### config.mk
export PLATFORM = sky130hd
export DESIGN_NAME = ab_boot_slot_selector
export DESIGN_NICKNAME = d
export VERILOG_FILES = /design/src/rtl/core/abss_pkg.sv /design/src/rtl/core/abss_cfg_regs.sv /design/src/rtl/core/abss_slot_table.sv /design/src/rtl/core/ab_boot_slot_selector.sv
export SDC_FILE = /design/constraint.sdc
export NUM_CORES = 1
export LEC_CHECK = 0
export BUFFER_PORTS_ARGS = -buffer_cell sky130_fd_sc_hd__buf_2
export CELL_PAD_IN_SITES_DETAIL_PLACEMENT = 0
export CELL_PAD_IN_SITES_GLOBAL_PLACEMENT = 1
export CORE_UTILIZATION = 48
export DETAILED_ROUTE_END_ITERATION = 10
export PLACE_DENSITY_LB_ADDON = 0.1
export SLEW_MARGIN = 25
export SYNTH_ARGS = -nofsm -noshare
export SYNTH_HDL_FRONTEND = slang
export SYNTH_SLANG_ARGS = --single-unit
### constraint.sdc
create_clock -name clk -period 5.75 [get_ports clk]
set_input_delay 0.575 -clock clk [delete_from_list [all_inputs] [get_ports clk]]
set_output_delay 0.575 -clock clk [all_outputs]
set_load 0.01 [all_outputs]
### src/rtl/core/abss_pkg.sv
// ----------------------------------------------------------------------------
// abss_pkg
// Shared types and constants for the A/B boot slot selector.
// ----------------------------------------------------------------------------
`default_nettype none

package abss_pkg;

	localparam int PRIORITY_MAX_DEF = 15;
	localparam int TRIES_MAX_DEF    = 7;

	localparam int NSLOTS    = 3;
	localparam int FLOOR_W   = 64;
	localparam int IDX_W     = 64;
	localparam int INIT_PRI_W = 4;
	localparam int INIT_TRY_W = 3;
	localparam int CFG_IDX_W = 3;
	localparam int CFG_DATA_W = 64;

	typedef enum logic [1:0] {
		MODE_SELECT  = 2'd0,
		MODE_ATTEMPT = 2'd1,
		MODE_SUCCESS = 2'd2,
		MODE_RELOAD  = 2'd3
	} mode_t;

	typedef enum logic [1:0] {
		ST_OK           = 2'd0,
		ST_NO_SLOT      = 2'd1,
		ST_INVALID      = 2'd2,
		ST_NOT_VERIFIED = 2'd3
	} status_t;

	localparam logic [1:0] SLOT_A    = 2'd0;
	localparam logic [1:0] SLOT_B    = 2'd1;
	localparam logic [1:0] SLOT_REC  = 2'd2;
	localparam logic [1:0] SLOT_NONE = 2'd3;

	localparam logic [CFG_IDX_W-1:0] CFG_IMAGE_MASK    = 3'd0;
	localparam logic [CFG_IDX_W-1:0] CFG_INIT_PRI_A    = 3'd1;
	localparam logic [CFG_IDX_W-1:0] CFG_INIT_PRI_B    = 3'd2;
	localparam logic [CFG_IDX_W-1:0] CFG_INIT_PRI_REC  = 3'd3;
	localparam logic [CFG_IDX_W-1:0] CFG_INIT_TRIES    = 3'd4;
	localparam logic [CFG_IDX_W-1:0] CFG_INIT_AB_FLOOR = 3'd5;
	localparam logic [CFG_IDX_W-1:0] CFG_INIT_REC_FLOOR = 3'd6;

	localparam logic [2:0]            RST_IMAGE_MASK = 3'd0;
	localparam logic [INIT_PRI_W-1:0] RST_PRI_A      = 4'd15;
	localparam logic [INIT_PRI_W-1:0] RST_PRI_B      = 4'd14;
	localparam logic [INIT_PRI_W-1:0] RST_PRI_REC    = 4'd1;
	localparam logic [INIT_TRY_W-1:0] RST_TRIES      = 3'd7;
	localparam logic [FLOOR_W-1:0]    RST_AB_FLOOR   = '0;
	localparam logic [FLOOR_W-1:0]    RST_REC_FLOOR  = '0;

	typedef struct packed {
		logic [2:0]            image_present_mask;
		logic [INIT_PRI_W-1:0] init_priority_a;
		logic [INIT_PRI_W-1:0] init_priority_b;
		logic [INIT_PRI_W-1:0] init_priority_rec;
		logic [INIT_TRY_W-1:0] init_tries;
		logic [FLOOR_W-1:0]    init_boot_floor;
		logic [FLOOR_W-1:0]    init_recovery_floor;
	} abss_cfg_t;

	typedef struct packed {
		mode_t            mode;
		logic [1:0]       slot;
		logic             verify_ok_a;
		logic             verify_ok_b;
		logic             verify_ok_rec;
		logic [IDX_W-1:0] index_a;
		logic [IDX_W-1:0] index_b;
		logic [IDX_W-1:0] index_rec;
	} cmd_t;

	typedef struct packed {
		status_t            status;
		logic [1:0]         chosen_slot;
		logic [FLOOR_W-1:0] boot_floor;
		logic [FLOOR_W-1:0] recovery_floor;
	} result_t;

endpackage

`default_nettype wire

### src/rtl/core/abss_cfg_regs.sv
// ----------------------------------------------------------------------------
// abss_cfg_regs
// Configuration register file, written through a plain write port.
// ----------------------------------------------------------------------------
`default_nettype none

module abss_cfg_regs
	import abss_pkg::*;
(
	input  wire logic                  clk,
	input  wire logic                  arst_n,
	input  wire logic                  cfg_we,
	input  wire logic [CFG_IDX_W-1:0]  cfg_idx,
	input  wire logic [CFG_DATA_W-1:0] cfg_wdata,
	output abss_cfg_t                  cfg
);

	abss_cfg_t cfg_q;

	always_ff @(posedge clk or negedge arst_n) begin
		if (!arst_n) begin
			cfg_q.image_present_mask  <= RST_IMAGE_MASK;
			cfg_q.init_priority_a     <= RST_PRI_A;
			cfg_q.init_priority_b     <= RST_PRI_B;
			cfg_q.init_priority_rec   <= RST_PRI_REC;
			cfg_q.init_tries          <= RST_TRIES;
			cfg_q.init_boot_floor     <= RST_AB_FLOOR;
			cfg_q.init_recovery_floor <= RST_REC_FLOOR;
		end else if (cfg_we) begin
			case (cfg_idx)
				CFG_IMAGE_MASK:     cfg_q.image_present_mask  <= cfg_wdata[2:0];
				CFG_INIT_PRI_A:     cfg_q.init_priority_a     <= cfg_wdata[INIT_PRI_W-1:0];
				CFG_INIT_PRI_B:     cfg_q.init_priority_b     <= cfg_wdata[INIT_PRI_W-1:0];
				CFG_INIT_PRI_REC:   cfg_q.init_priority_rec   <= cfg_wdata[INIT_PRI_W-1:0];
				CFG_INIT_TRIES:     cfg_q.init_tries          <= cfg_wdata[INIT_TRY_W-1:0];
				CFG_INIT_AB_FLOOR:  cfg_q.init_boot_floor     <= cfg_wdata[FLOOR_W-1:0];
				CFG_INIT_REC_FLOOR: cfg_q.init_recovery_floor <= cfg_wdata[FLOOR_W-1:0];
				default: ;
			endcase
		end
	end

	assign cfg = cfg_q;

endmodule

`default_nettype wire

### src/rtl/core/abss_slot_table.sv
// ----------------------------------------------------------------------------
// abss_slot_table
// Slot table and rollback floors with the one-pass command logic.
// ----------------------------------------------------------------------------
`default_nettype none

module abss_slot_table
	import abss_pkg::*;
#(
	parameter int PRIORITY_MAX = PRIORITY_MAX_DEF,
	parameter int TRIES_MAX    = TRIES_MAX_DEF
) (
	input  wire logic      clk,
	input  wire logic      arst_n,
	input  wire abss_cfg_t cfg,
	input  wire logic      vld_s1,
	input  wire cmd_t      cmd_s1,
	output result_t        res
);

	localparam int PRIO_W  = $clog2(PRIORITY_MAX + 1);
	localparam int TRIES_W = $clog2(TRIES_MAX + 1);
	localparam logic [PRIO_W-1:0]  PRIO_TOP  = PRIO_W'(PRIORITY_MAX);
	localparam logic [PRIO_W-1:0]  PRIO_DEMOTE = PRIO_W'(PRIORITY_MAX - 1);
	localparam logic [TRIES_W-1:0] TRIES_TOP = TRIES_W'(TRIES_MAX);

	function automatic logic [PRIO_W-1:0] sat_prio(input logic [INIT_PRI_W-1:0] v);
		if (32'(v) > 32'(PRIORITY_MAX))
			return PRIO_TOP;
		return PRIO_W'(v);
	endfunction

	function automatic logic [TRIES_W-1:0] sat_tries(input logic [INIT_TRY_W-1:0] v);
		if (32'(v) > 32'(TRIES_MAX))
			return TRIES_TOP;
		return TRIES_W'(v);
	endfunction

	logic [PRIO_W-1:0]  pri_q   [NSLOTS];
	logic [TRIES_W-1:0] tries_q [NSLOTS];
	logic [NSLOTS-1:0]  pinned_q;
	logic [NSLOTS-1:0]  dead_q;
	logic [IDX_W-1:0]   rb_q    [NSLOTS];
	logic [FLOOR_W-1:0] ab_floor_q;
	logic [FLOOR_W-1:0] rec_floor_q;

	logic [PRIO_W-1:0]  pri_n   [NSLOTS];
	logic [TRIES_W-1:0] tries_n [NSLOTS];
	logic [NSLOTS-1:0]  pinned_n;
	logic [NSLOTS-1:0]  dead_n;
	logic [IDX_W-1:0]   rb_n    [NSLOTS];
	logic [FLOOR_W-1:0] ab_floor_n;
	logic [FLOOR_W-1:0] rec_floor_n;

	logic [1:0] elig;
	logic       b_first;
	logic       choose_a, choose_b, choose_r;
	logic       kill_a, kill_b, kill_r;
	logic       rec_live;
	logic [IDX_W-1:0] rb_sel;
	logic       sel_present;
	status_t    status;
	logic [1:0] chosen;

	always_comb begin
		for (int i = 0; i < 2; i++) begin
			elig[i] = !dead_q[i] && (pri_q[i] != '0) &&
				((tries_q[i] != '0) || pinned_q[i]) && cfg.image_present_mask[i];
		end
	end

	assign b_first  = pri_q[1] > pri_q[0];
	assign choose_a = elig[0] && cmd_s1.verify_ok_a &&
		(!b_first || !(elig[1] && cmd_s1.verify_ok_b));
	assign choose_b = elig[1] && cmd_s1.verify_ok_b &&
		(b_first || !(elig[0] && cmd_s1.verify_ok_a));
	assign kill_a   = elig[0] && !cmd_s1.verify_ok_a && !(b_first && choose_b);
	assign kill_b   = elig[1] && !cmd_s1.verify_ok_b && !(!b_first && choose_a);
	assign rec_live = !choose_a && !choose_b && !dead_q[SLOT_REC] &&
		cfg.image_present_mask[SLOT_REC];
	assign choose_r = rec_live && cmd_s1.verify_ok_rec;
	assign kill_r   = rec_live && !cmd_s1.verify_ok_rec;

	always_comb begin
		case (cmd_s1.slot)
			SLOT_A:   rb_sel = rb_q[0];
			SLOT_B:   rb_sel = rb_q[1];
			SLOT_REC: rb_sel = rb_q[2];
			default:  rb_sel = '0;
		endcase
	end

	assign sel_present = (cmd_s1.slot != SLOT_NONE) &&
		cfg.image_present_mask[cmd_s1.slot];

	always_comb begin
		pri_n       = pri_q;
		tries_n     = tries_q;
		pinned_n    = pinned_q;
		dead_n      = dead_q;
		rb_n        = rb_q;
		ab_floor_n  = ab_floor_q;
		rec_floor_n = rec_floor_q;
		status      = ST_OK;
		chosen      = SLOT_NONE;
		case (cmd_s1.mode)
			MODE_SELECT: begin
				if (choose_a) begin
					rb_n[0] = cmd_s1.index_a;
					chosen  = SLOT_A;
				end
				if (choose_b) begin
					rb_n[1] = cmd_s1.index_b;
					chosen  = SLOT_B;
				end
				if (choose_r) begin
					rb_n[2] = cmd_s1.index_rec;
					chosen  = SLOT_REC;
				end
				dead_n[0] = dead_q[0] | kill_a;
				dead_n[1] = dead_q[1] | kill_b;
				dead_n[2] = dead_q[2] | kill_r;
				if (!choose_a && !choose_b && !choose_r)
					status = ST_NO_SLOT;
			end
			MODE_RELOAD: begin
				pri_n[0] = sat_prio(cfg.init_priority_a);
				pri_n[1] = sat_prio(cfg.init_priority_b);
				pri_n[2] = sat_prio(cfg.init_priority_rec);
				for (int i = 0; i < NSLOTS; i++) begin
					tries_n[i] = sat_tries(cfg.init_tries);
					rb_n[i]    = '0;
				end
				pinned_n    = '0;
				dead_n      = '0;
				ab_floor_n  = cfg.init_boot_floor;
				rec_floor_n = cfg.init_recovery_floor;
			end
			MODE_ATTEMPT: begin
				if (cmd_s1.slot == SLOT_NONE) begin
					status = ST_INVALID;
				end else begin
					for (int i = 0; i < NSLOTS; i++) begin
						if (cmd_s1.slot == 2'(i) && !pinned_q[i]) begin
							if (tries_q[i] != '0)
								tries_n[i] = tries_q[i] - TRIES_W'(1);
							if (tries_n[i] == '0)
								dead_n[i] = 1'b1;
						end
					end
				end
			end
			MODE_SUCCESS: begin
				if (cmd_s1.slot == SLOT_NONE) begin
					status = ST_INVALID;
				end else if (!sel_present) begin
					status = ST_NOT_VERIFIED;
				end else begin
					for (int i = 0; i < NSLOTS; i++) begin
						if (cmd_s1.slot == 2'(i)) begin
							pinned_n[i] = 1'b1;
							tries_n[i]  = '0;
							dead_n[i]   = 1'b0;
							pri_n[i]    = PRIO_TOP;
						end else if (i < 2 && cmd_s1.slot != SLOT_REC) begin
							if (pri_q[i] >= PRIO_TOP)
								pri_n[i] = PRIO_DEMOTE;
						end
					end
					if (cmd_s1.slot == SLOT_REC) begin
						if (rb_sel > rec_floor_q)
							rec_floor_n = rb_sel;
					end else begin
						if (rb_sel > ab_floor_q)
							ab_floor_n = rb_sel;
					end
				end
			end
			default: ;
		endcase
	end

	always_ff @(posedge clk or negedge arst_n) begin
		if (!arst_n) begin
			pri_q[0] <= sat_prio(RST_PRI_A);
			pri_q[1] <= sat_prio(RST_PRI_B);
			pri_q[2] <= sat_prio(RST_PRI_REC);
			for (int i = 0; i < NSLOTS; i++) begin
				tries_q[i] <= sat_tries(RST_TRIES);
				rb_q[i]    <= '0;
			end
			pinned_q    <= '0;
			dead_q      <= '0;
			ab_floor_q  <= RST_AB_FLOOR;
			rec_floor_q <= RST_REC_FLOOR;
		end else if (vld_s1) begin
			pri_q       <= pri_n;
			tries_q     <= tries_n;
			pinned_q    <= pinned_n;
			dead_q      <= dead_n;
			rb_q        <= rb_n;
			ab_floor_q  <= ab_floor_n;
			rec_floor_q <= rec_floor_n;
		end
	end

	assign res.status         = status;
	assign res.chosen_slot    = chosen;
	assign res.boot_floor     = ab_floor_n;
	assign res.recovery_floor = rec_floor_n;

endmodule

`default_nettype wire

### src/rtl/core/ab_boot_slot_selector.sv
// Timing: a taken command passes through the input register, then the result
//   register, which raises done and holds the result beat.
// Throughput: one command every cycle; busy stays low and results cannot be held off.
// Reset: configuration returns to its defaults and the slot table and both
//   rollback floors load as on a reload with those defaults.
// ----------------------------------------------------------------------------
// ab_boot_slot_selector
// A/B boot slot selection with retry counting, pinning and rollback floors.
// ----------------------------------------------------------------------------
`default_nettype none

module ab_boot_slot_selector
	import abss_pkg::*;
#(
	parameter int PRIORITY_MAX = PRIORITY_MAX_DEF,
	parameter int TRIES_MAX    = TRIES_MAX_DEF
) (
	input  wire logic                  clk,
	input  wire logic                  arst_n,
	input  wire logic                  cfg_we,
	input  wire logic [CFG_IDX_W-1:0]  cfg_idx,
	input  wire logic [CFG_DATA_W-1:0] cfg_wdata,
	input  wire logic                  start,
	output logic                       busy,
	input  wire cmd_t                  cmd,
	output logic                       done,
	output result_t                    result
);

	abss_cfg_t cfg;
	logic      vld_s1;
	cmd_t      cmd_s1;
	result_t   res;
	logic      done_q;
	result_t   res_q;

	assign busy = 1'b0;

	abss_cfg_regs u_cfg (
		.clk       (clk),
		.arst_n    (arst_n),
		.cfg_we    (cfg_we),
		.cfg_idx   (cfg_idx),
		.cfg_wdata (cfg_wdata),
		.cfg       (cfg)
	);

	always_ff @(posedge clk or negedge arst_n) begin
		if (!arst_n) begin
			vld_s1 <= 1'b0;
			done_q <= 1'b0;
		end else begin
			vld_s1 <= start && !busy;
			done_q <= vld_s1;
		end
	end

	always_ff @(posedge clk) begin
		if (start && !busy)
			cmd_s1 <= cmd;
		if (vld_s1)
			res_q <= res;
	end

	abss_slot_table #(
		.PRIORITY_MAX (PRIORITY_MAX),
		.TRIES_MAX    (TRIES_MAX)
	) u_table (
		.clk    (clk),
		.arst_n (arst_n),
		.cfg    (cfg),
		.vld_s1 (vld_s1),
		.cmd_s1 (cmd_s1),
		.res    (res)
	);

	assign done   = done_q;
	assign result = res_q;

endmodule

`default_nettype wire

==> impl_metrics.ini <==
[outcome]
status = finished, final reports clean

[power]
vdd_drop_max_uv = 268.3
fin_total_pwr_mw = 19.04
power_density_nw_per_um2 = 431.2
p_leak_nw = 19.79

[placed_design]
port_buffers = 402
place_ws_ns = 0.2206
dp_hpwl_um = 74790
postPlaceCellArea_um2 = 41240
gp_congestion = 0.9014
dpl.cell_count = 4557

[synthesis]
synth-seq-cells = 818
synth_area_leaders = dfrtp_1, edfxtp_1, ha_1, mux2_2, a221o_1
synth_top_area_share = 0.3044
avgSynthCellArea_um2 = 11.67
synth_area_leader_cell = dfrtp_1
synth_edf_count = 331
yosys-top-cells-count = dfrtp_1, nand2_1, edfxtp_1
synth_cell_types = 67
ys_warn_count = 0
ys.flop_type = dfrtp_1
synthArstFlopShare = 0.5954
ys_seq_area_frac = 0.5846
syn_area_um2 = 37900
synth.most_common_cell = dfrtp_1
synthCells = 3248
synth_fp_nets = 3659

[global_routing]
grt_max_degree = 158
grtUsageTotal = 0.2700
grt_pass1_wl_um = 167000
grt_overflow = 0
first_global_vias = 27020
antenna_found_initial = 6

[timing]
worst_pin_slew_ns = 1.030
fin_skew_ns = 0.02795
max_freq_mhz = 184.6
fin_ws_ns = 0.3328
whs_ns = 0.08956
tns_ns = 0
rsz0062_at_grt = false
setup_viol = 0
hold_viol = 0
slew_headroom = 0.3059
fin_crit_sh = 0.9421
slew_violations = 0
period_minus_slack_ns = 5.417

[cells_and_area]
num-nets-final = 4024
fin_util = 0.5671
regArea_um2 = 22160
fillers = 6655
area_delta_synth_final_pct = 16.48
fin_area_um2 = 44150
layout.cells.non_filler = 4730
drive_gt1_frac = 0.2323
multi_input_area_um2 = 14390

[drt]
wl_um = 109100
ant_nets = 0
vias = 27080
drt_iter0_markers = 2419
first_pass_iters = 5
routedWlPerCell_um = 23.06
via_per_inst = 5.726
drcViolationCount = 0

[clocking]
insertion_delay_ns = 0.66
cts_tree = yes
cts_buffer_depth = 3
cts_num_sinks = 818
clk_pin_slew_ns = 0.06
cts_buffers = 89
ctsResizeCount = 0
htree_levels = 3
root_buffer = clkbuf_16

[floorplanning]
fp.dieW_um = 283
core_area_um2 = 77850
io_pins = 404
die_h_um = 283
rows = 102
die_area_um2 = 80090
initial_core_util = 0.4869

[setup_path]
cp_data_arrival_time_ns = 5.99
startpoint_type = flip-flop
cp_max_fo = 36
r2r_cells = 15
path_class = reg2reg
endpoint_kind = flip-flop
required_ns = 6.33

[worst_hold_path]
min_path_cells = 1
worstHoldPathType = in2reg

[run]
maxCapViolCount = 0
kinds of logic after synthesis:
family / share of synthesized area
simple gates: 0.1196
buf+inv: 0.03925
other cells: 0.00009894
mux: 0.07210
fa+ha+maj: 0.04655
flops: 0.5846
compound gates: 0.1373
xor+xnor: 0.0004623
layout by cell type, fill, tap and decap left out, types with 8 or more instances in the layout:
cell type | Yosys | routed
dfrtp_1 | 461 | 460
buf_2 | 34 | 400
nand2_1 | 386 | 386
edfxtp_1 | 331 | 331
o21ai_0 | 291 | 283
nand2b_1 | 203 | 203
inv_1 | 174 | 174
a221o_1 | 157 | 157
mux2_2 | 144 | 144
ha_1 | 141 | 139
nor2_1 | 138 | 137
clkbuf_16 | 0 | 90
a21oi_1 | 79 | 79
and3_1 | 77 | 77
mux2i_1 | 66 | 66
buf_4 | 1 | 61
o21ai_1 | 32 | 36
a311o_1 | 36 | 36
nor3_1 | 33 | 33
mux2_4 | 30 | 30
a22oi_2 | 30 | 30
clkbuf_1 | 149 | 29
and2_1 | 29 | 28
a22o_1 | 27 | 27
dfstp_2 | 26 | 26
nand4_1 | 23 | 23
a21o_1 | 16 | 16
clkinv_2 | 0 | 16
nand3_1 | 15 | 14
buf_12 | 0 | 12
clkinv_1 | 0 | 11
clkbuf_8 | 0 | 11
a211oi_1 | 9 | 9
nor4_1 | 8 | 8
sequential cells by signal, summed over array words and instances (netlist names):
| signal | count |
|---|---|
| cmd_s1 | 199 |
| done | 1 |
| result | 132 |
| u_cfg.cfg | 142 |
| u_table.ab_floor_q | 64 |
| u_table.dead_q | 3 |
| u_table.pinned_q | 3 |
| u_table.pri_q | 8 |
| u_table.rb_q | 192 |
| u_table.rec_floor_q | 64 |
| u_table.tries_q | 9 |
| vld_s1 | 1 |
critical path, stage by stage, from the launching register on:
cell	delay [ns]
edfxtp_1	0.37
buf_12	0.27
buf_4	0.26
mux2i_1	0.09
o21ai_0	0.79
ha_1	0.40
a21oi_1	0.12
o21ai_0	0.10
a221oi_1	0.27
a21boi_0	0.18
o41ai_1	0.51
a21o_1	0.25
o41ai_4	0.15
a21oi_4	0.84
buf_4	0.47
a221o_1	0.21
routing by layer:
layer	vias up	part of all wire	GRT usage
met2	975	0.44	0.4013
li1	12470	-	-
met3	138	0.059	0.03905
met1	13500	0.48	0.4119
met4	0	0.023	0.07215
met5	-	0	0
path summary, 6_finish.rpt:
kind | from | slack (ns) | endpoint
max | cmd_s1[196] | 0.33 | u_table.rec_floor_q[57]
min | cmd[15] | 0.09 | cmd_s1[15]
max reg2reg | cmd_s1[196] | 0.33 | u_table.rec_floor_q[57]
min reg2reg | u_table.rb_q[129] | 0.48 | u_table.rb_q[129]
max in group asynchronous | arst_n | 3.80 | vld_s1
min in group asynchronous | arst_n | 0.47 | done
power breakdown:
| part | internal (mW) | leakage (nW) | switching, mW |
|---|---|---|---|
| Combinational | 2.13 | 9.10 | 2.75 |
| Clock | 3.18 | 1.39 | 2.43 |
| Sequential | 7.56 | 9.30 | 0.986 |
area by class of cell:
cell class,instances,area share
Sequential cell,818,0.5020
Multi-Input combinational cell,2052,0.3260
Timing Repair Buffer,478,0.06292
Clock buffer,129,0.05660
Tap cell,1040,0.02947
Inverter,174,0.01479
Clock inverter,38,0.008190
Antenna cell,1,0.00005668
timing repair:
action | 4_1_cts | 5_1_grt
setup endpoints to repair | 0 | 1
buffers inserted | 0 | 4
endpoints found under the hold margin | 62 | 0
hold buffers | 1 | 0
No activity file was read; power rests on OpenSTA's default activity.
